`config.mk`:
```
export PLATFORM = sky130hd
export DESIGN_NAME = sbc_front
export DESIGN_NICKNAME = d
export VERILOG_FILES = /design/src/rtl/sbc_pkg.sv /design/src/rtl/sbc_front.sv
export SDC_FILE = /design/constraint.sdc
export NUM_CORES = 1
export LEC_CHECK = 0
export ABC_AREA = 1
export ABC_CLOCK_PERIOD_IN_PS = 6000
export BUFFER_PORTS_ARGS = -buffer_cell sky130_fd_sc_hd__buf_2
export CAP_MARGIN = 20
export CORE_MARGIN = 2
export CORE_UTILIZATION = 45
export DETAILED_ROUTE_END_ITERATION = 7
export SETUP_SLACK_MARGIN = 0.02
export SKIP_LAST_GASP = 1
export SLEW_MARGIN = 10
export SYNTH_ARGS = -nofsm -noshare
export SYNTH_HDL_FRONTEND = slang
export SYNTH_SLANG_ARGS = --single-unit
```
`constraint.sdc`:
```
create_clock -name clk -period 6 [get_ports clk]
set_input_delay 1.8 -clock clk [delete_from_list [all_inputs] [get_ports clk]]
set_output_delay 1.8 -clock clk [all_outputs]
set_load 0.01 [all_outputs]
```
`src/rtl/sbc_pkg.sv`:
```
// Shared types, constants and round functions for the SHA-512 compression unit.
package sbc_pkg;

    localparam int WordW   = 64;
    localparam int Rounds  = 80;
    localparam int QDepth  = 4;

    localparam logic OP_LOAD   = 1'b0;
    localparam logic OP_ABSORB = 1'b1;

    typedef logic [WordW-1:0] word_t;

    // Item passed from the front end to the compression engine.
    typedef struct packed {
        logic       opcode;
        logic [2:0] word_index;
        word_t      data_word;
    } item_t;

    function automatic word_t rotr(input word_t x, input int n);
        rotr = (x >> n) | (x << (WordW - n));
    endfunction

    function automatic word_t round_k(input logic [6:0] t);
        word_t k;
        begin
            case (t)
                7'd0:  k = 64'h428A2F98D728AE22; 7'd1:  k = 64'h7137449123EF65CD;
                7'd2:  k = 64'hB5C0FBCFEC4D3B2F; 7'd3:  k = 64'hE9B5DBA58189DBBC;
                7'd4:  k = 64'h3956C25BF348B538; 7'd5:  k = 64'h59F111F1B605D019;
                7'd6:  k = 64'h923F82A4AF194F9B; 7'd7:  k = 64'hAB1C5ED5DA6D8118;
                7'd8:  k = 64'hD807AA98A3030242; 7'd9:  k = 64'h12835B0145706FBE;
                7'd10: k = 64'h243185BE4EE4B28C; 7'd11: k = 64'h550C7DC3D5FFB4E2;
                7'd12: k = 64'h72BE5D74F27B896F; 7'd13: k = 64'h80DEB1FE3B1696B1;
                7'd14: k = 64'h9BDC06A725C71235; 7'd15: k = 64'hC19BF174CF692694;
                7'd16: k = 64'hE49B69C19EF14AD2; 7'd17: k = 64'hEFBE4786384F25E3;
                7'd18: k = 64'h0FC19DC68B8CD5B5; 7'd19: k = 64'h240CA1CC77AC9C65;
                7'd20: k = 64'h2DE92C6F592B0275; 7'd21: k = 64'h4A7484AA6EA6E483;
                7'd22: k = 64'h5CB0A9DCBD41FBD4; 7'd23: k = 64'h76F988DA831153B5;
                7'd24: k = 64'h983E5152EE66DFAB; 7'd25: k = 64'hA831C66D2DB43210;
                7'd26: k = 64'hB00327C898FB213F; 7'd27: k = 64'hBF597FC7BEEF0EE4;
                7'd28: k = 64'hC6E00BF33DA88FC2; 7'd29: k = 64'hD5A79147930AA725;
                7'd30: k = 64'h06CA6351E003826F; 7'd31: k = 64'h142929670A0E6E70;
                7'd32: k = 64'h27B70A8546D22FFC; 7'd33: k = 64'h2E1B21385C26C926;
                7'd34: k = 64'h4D2C6DFC5AC42AED; 7'd35: k = 64'h53380D139D95B3DF;
                7'd36: k = 64'h650A73548BAF63DE; 7'd37: k = 64'h766A0ABB3C77B2A8;
                7'd38: k = 64'h81C2C92E47EDAEE6; 7'd39: k = 64'h92722C851482353B;
                7'd40: k = 64'hA2BFE8A14CF10364; 7'd41: k = 64'hA81A664BBC423001;
                7'd42: k = 64'hC24B8B70D0F89791; 7'd43: k = 64'hC76C51A30654BE30;
                7'd44: k = 64'hD192E819D6EF5218; 7'd45: k = 64'hD69906245565A910;
                7'd46: k = 64'hF40E35855771202A; 7'd47: k = 64'h106AA07032BBD1B8;
                7'd48: k = 64'h19A4C116B8D2D0C8; 7'd49: k = 64'h1E376C085141AB53;
                7'd50: k = 64'h2748774CDF8EEB99; 7'd51: k = 64'h34B0BCB5E19B48A8;
                7'd52: k = 64'h391C0CB3C5C95A63; 7'd53: k = 64'h4ED8AA4AE3418ACB;
                7'd54: k = 64'h5B9CCA4F7763E373; 7'd55: k = 64'h682E6FF3D6B2B8A3;
                7'd56: k = 64'h748F82EE5DEFB2FC; 7'd57: k = 64'h78A5636F43172F60;
                7'd58: k = 64'h84C87814A1F0AB72; 7'd59: k = 64'h8CC702081A6439EC;
                7'd60: k = 64'h90BEFFFA23631E28; 7'd61: k = 64'hA4506CEBDE82BDE9;
                7'd62: k = 64'hBEF9A3F7B2C67915; 7'd63: k = 64'hC67178F2E372532B;
                7'd64: k = 64'hCA273ECEEA26619C; 7'd65: k = 64'hD186B8C721C0C207;
                7'd66: k = 64'hEADA7DD6CDE0EB1E; 7'd67: k = 64'hF57D4F7FEE6ED178;
                7'd68: k = 64'h06F067AA72176FBA; 7'd69: k = 64'h0A637DC5A2C898A6;
                7'd70: k = 64'h113F9804BEF90DAE; 7'd71: k = 64'h1B710B35131C471B;
                7'd72: k = 64'h28DB77F523047D84; 7'd73: k = 64'h32CAAB7B40C72493;
                7'd74: k = 64'h3C9EBE0A15C9BEBC; 7'd75: k = 64'h431D67C49C100D4C;
                7'd76: k = 64'h4CC5D4BECB3E42B6; 7'd77: k = 64'h597F299CFC657E2A;
                7'd78: k = 64'h5FCB6FAB3AD6FAEC; 7'd79: k = 64'h6C44198C4A475817;
                default: k = '0;
            endcase
            round_k = k;
        end
    endfunction

endpackage

```
`src/rtl/sbc_front.sv`:
```
// Input front end: holds unpacked stream items in a small item queue.
module sbc_front
(
    input  logic                 clk,
    input  logic                 rst_n,
    input  logic                 in_valid,
    output logic                 in_ready,
    input  sbc_pkg::item_t       in_item,
    output logic                 q_valid,
    input  logic                 q_ready,
    output sbc_pkg::item_t       q_item
);
    import sbc_pkg::*;

    localparam int PtrW = $clog2(QDepth);

    item_t           mem [QDepth];
    logic [PtrW-1:0] wr_ptr_reg, rd_ptr_reg;
    logic [PtrW:0]   count_reg, count_next;
    logic            push, pop;

    assign in_ready = (count_reg != (PtrW+1)'(QDepth));
    assign q_valid  = (count_reg != '0);
    assign q_item   = mem[rd_ptr_reg];
    assign push     = in_valid && in_ready;
    assign pop      = q_valid && q_ready;

    always_comb
    begin
        count_next = count_reg;
        if (push && !pop)
            count_next = count_reg + 1'b1;
        else if (pop && !push)
            count_next = count_reg - 1'b1;
    end

    always_ff @(posedge clk)
    begin
        if (push)
            mem[wr_ptr_reg] <= in_item;
    end

    always_ff @(posedge clk or negedge rst_n)
    begin
        if (!rst_n)
        begin
            wr_ptr_reg <= '0;
            rd_ptr_reg <= '0;
            count_reg  <= '0;
        end
        else
        begin
            if (push)
                wr_ptr_reg <= wr_ptr_reg + 1'b1;
            if (pop)
                rd_ptr_reg <= rd_ptr_reg + 1'b1;
            count_reg <= count_next;
        end
    end

endmodule

```
After elaboration in Yosys (flattened, before gate mapping):

Memory sizes are Yosys's and may differ from the RTL's.
Index checks and enable logic that the tools add are counted.

* output and inout port bits: 70
* memories kept: 1
* input bits: 72
* bits in writable memories: 272
* word-level logic and storage cells: 21
* register bits: 7

* $add $sub $neg: 4
* eq/ne operators: 1
* reductions and logical operators: 8
* muxes and demuxes: 4

Memory list
* mem: words 4, bits a word 68, read ports 1, clocked after Yosys merged registers in 0, write ports 1, line sbc_front.sv:17 `item_t mem [QDepth];`

Operators by type and width (count)
* $mux 3: 2
* $add 2x1->2 const B: 2
* $logic_and 1x1->1: 4
* $add 3x1->3 const B: 1
* $ne 3x3->1 const B: 1
* $reduce_bool 3->1: 1
* $sub 3x1->3 const B: 1
* $logic_not 1->1: 2
* $mux 1: 2
* $reduce_bool 2->1: 1

Logic depth before layout (Yosys ltp):

* depth in word-level cells: 6
* gate-level depth with buffers: 12
* depth with buffers taken out: 12

Least setup slack after synthesis:

Ideal clock, no wire load.

* path type: input port to flip-flop
* start: input port in_valid
* end: memory mem[0][0] (netlist name) (enable)
* required time: 5.505 ns
* arrival time: 4.791 ns
* setup slack: 0.714 ns
* stages on the path: 2
* buffers on the path: 0
* cell sequence: nand2_1 nor2_1

* longest elaborated chain between the ends: 3

RTL lines
* start, declared: line sbc_front.sv:6 `input logic in_valid,`
* $logic_and 1x1->1: line sbc_front.sv:25 `assign push = in_valid && in_ready;`
* $mux 1: line sbc_front.sv:39 `if (push)`
* $mux 1 (not written as such): line sbc_front.sv:40 `mem[wr_ptr_reg] <= in_item;`
* end, declared: line sbc_front.sv:17

No other way between the ends.

==> results.md <==
* Status: finished, final reports clean
* Reg2reg start: count_reg[0]$_DFFE_PN0P_
* CTS sink count at 279
* Largest cells by area after synthesis: edfxtp_1 72%, o211ai_1 9.0%, nand2_1 7.4%
* Global Route Usage Sum at 0.159
* Synth area leader: edfxtp_1
* Critical path type: flop to output pin
* Crit path max-delay family: buffers and inverters
* Worst-Margin Slew at 1.02 ns
* Post-CTS setup buffer count at 0
* Final Cycle Share at 0.752
* DRC violations left at 0
* Sequential Area at 0.00834 mm2
* 1st-iter DRT viols at 373
* R2R Path End: mem[2][44]$_DFFE_PP_
* Initial antenna violation count at 3
* Largest net degree at the start of global routing at 191
* Max-Cap Viols at 0
* ANT nets after route at 0
* LEAKAGE at 5.26 nW
* Number of unique standard cell types used by synthesis at 17
* Clk_lat worst skew at 0.52 ns
* Final Hold Vio Count at 0
* Final Max Slew Viols at 0
* Met2 Use GR at 0.277
* Crit path to: q_item[51]
* Number of global-route vias before repair at 6107
* Buf+Inv Stages, Crit Path at 3
* Max Clock Freq at 222 MHz
* RSZ-0062 raised after global routing: no
* Synth top area share at 0.721
* Cell Chain, Critical Path: inv_2, buf_4, o211ai_1, nand2_1, buf_2
* Rel. slew slack at 0.319
* Synthesized area at 0.0113 mm2
* Met1 GRT Util at 0.204
* Clk slew on worst S/H paths at 0.06 ns
* Grt peak-use layer: met2
* CTS Hold Bufs at 0
* Pre-antenna DRT Iters at 5
* Largest buffer count on any clock path at 3
* Fin crit period at 4.51 ns
* Via Count at 6532
* Detail Placement HPWL at 11900 um
* Post-cts sizing count at 0
* Hold slack final at 0.511 ns
* Post-synthesis register bit count at 279
* Power, Total at 6.35 mW
* CTS tree: built
* Yosys warning total at 0
* Die Height at 163 um
* Syn Inst Count at 853
* Fraction of layout cells with a size suffix above 1 at 0.189
* Critical path peak fanout at 37
* I/O Buffers at 141
* Root Driver: clkbuf_16
* Fill cell count at 2157
* Worst setup path startpoint: rd_ptr_reg[1]$_DFFE_PN0P_
* Met3 Resource Use GR at 0.0344
* Grt total ovfl at 0
* WP data arrival at 2.71 ns
* Crit path max-delay cell type: dfrtp_2
* Via-to-Cell Ratio at 4.86
* Clk_skew at 0.00841 ns
* Fin nets at 1069
* Worst path required time at 4.20 ns
* Net count after synthesis at 931
* HP Class: flop to flop
* Final setup violation count at 0
* IO Pins at 142
* First-pass GRT wire length at 32500 um
* Maximum vdd drop at 0.261 mV
* Sum Neg Setup Slack at 0 ns
* Max reg flops at 272
* DRT Wirelength at 21200 um
* Stages on the worst setup path at 5
* Crit-path max cell delay at 0.58 ns
* Core box area at 0.0250 mm2
* Reg2reg path depth at 5
* Row Count at 58
* Multi-input logic area at 0.00204 mm2
* Area grow syn2layout at 15.2%
* Starting density of the core at 0.454
* Sequential-to-total area share from yosys stat at 0.737
* R2R setup slack at 3.40 ns
* TritonCTS Buffers at 29
* DIE AREA at 0.0265 mm2
* Pwr Density at 486 mW/mm2
* Die width at 163 um
* Setup crit end kind: output pin
* Routability Congestion at 0.734
* CTS H-tree depth at 1
* Wirelength per Cell at 15.8 um
* Synthesized area per cell at 13.3 um2
* CP Launch Type: flop
==> per-layer routing <==
layer  up-vias  part of all wire
met4         0             0.015
met5         -                 0
li1       3250                 -
met3        24             0.059
met1      3126              0.43
met2       132              0.50
==> synth_stat cells <==
cell type  count
xnor2_1        1
buf_4          2
o211ai_1     136
clkbuf_1       1
dfrtp_1        7
inv_1        149
fa_1           1
nand3_1        7
edfxtp_1     272
nand4_1        1
nor2_1         4
buf_6         29
inv_2          2
nand2_1      222
ha_1           5
o21ai_0        1
buf_2         13
==> logic make-up after synthesis <==
family | share of synthesized area
simple gates | 0.0785
xor+xnor | 0.000773
buf+inv | 0.0863
fa+ha+maj | 0.00729
compound gates | 0.0906
flops | 0.737
==> cell usage in the layout (no fill, tap or decap) <==
| cell | instances |
|---|---|
| nand3_1 | 7 |
| buf_12 | 1 |
| clkinv_2 | 1 |
| inv_2 | 1 |
| bufinv_16 | 2 |
| nor2_4 | 4 |
| nand2_1 | 222 |
| edfxtp_1 | 272 |
| diode_2 | 4 |
| o211ai_1 | 136 |
| nand4_1 | 1 |
| buf_4 | 9 |
| ha_1 | 5 |
| buf_16 | 1 |
| dfrtp_1 | 6 |
| dfrtp_2 | 1 |
| inv_8 | 1 |
| clkinv_1 | 5 |
| o21ai_0 | 1 |
| clkbuf_16 | 29 |
| fa_1 | 1 |
| clkbuf_1 | 12 |
| xnor2_1 | 1 |
| inv_1 | 149 |
| buf_2 | 141 |
==> where the power goes <==
group          switching [mW]  internal, mW
Sequential              0.111          2.56
Combinational            1.37         0.670
Clock                   0.666         0.967
Total                    2.15          4.20
==> tightest hold or removal path, cell delays in order (launching register included) <==
cell and delay (ns):
dfrtp_1 0.36, nand2_1 0.06, nand2_1 0.05
==> layout make-up <==
type / count / area share
sequential: 279 / 0.639
multi-input combinational: 378 / 0.156
timing repair buffer: 152 / 0.0629
clock buffer: 41 / 0.0590
inverter: 151 / 0.0440
tap: 330 / 0.0316
clock inverter: 8 / 0.00642
antenna: 4 / 0.000767
==> stage by stage <==
stage          setup WS, ns  instances  instance area, um2  utilization
2_1_floorplan         0.714        853               11300            -
3_3_place_gp           1.98       1289               12200        0.487
3_5_place_dp           1.97       1289               12200        0.487
4_1_cts                1.39       1338               13000        0.521
5_1_grt                1.23       1340               13000        0.523
6_report               1.49       1343               13100        0.523
==> worst min-delay path by stage <==
stage	start	to	slack, ns	cells after the start
detailed placement	count_reg[2]$_DFFE_PN0P_	count_reg[2]$_DFFE_PN0P_	0.50	2
finish	count_reg[2]$_DFFE_PN0P_	count_reg[2]$_DFFE_PN0P_	0.51	2
global route	count_reg[2]$_DFFE_PN0P_	count_reg[2]$_DFFE_PN0P_	0.56	2
CTS	count_reg[2]$_DFFE_PN0P_	count_reg[2]$_DFFE_PN0P_	0.51	2
floorplan	count_reg[2]$_DFFE_PN0P_	count_reg[2]$_DFFE_PN0P_	0.46	2
global placement	count_reg[2]$_DFFE_PN0P_	count_reg[2]$_DFFE_PN0P_	0.49	2
No activity file was read; power rests on OpenSTA's default activity.
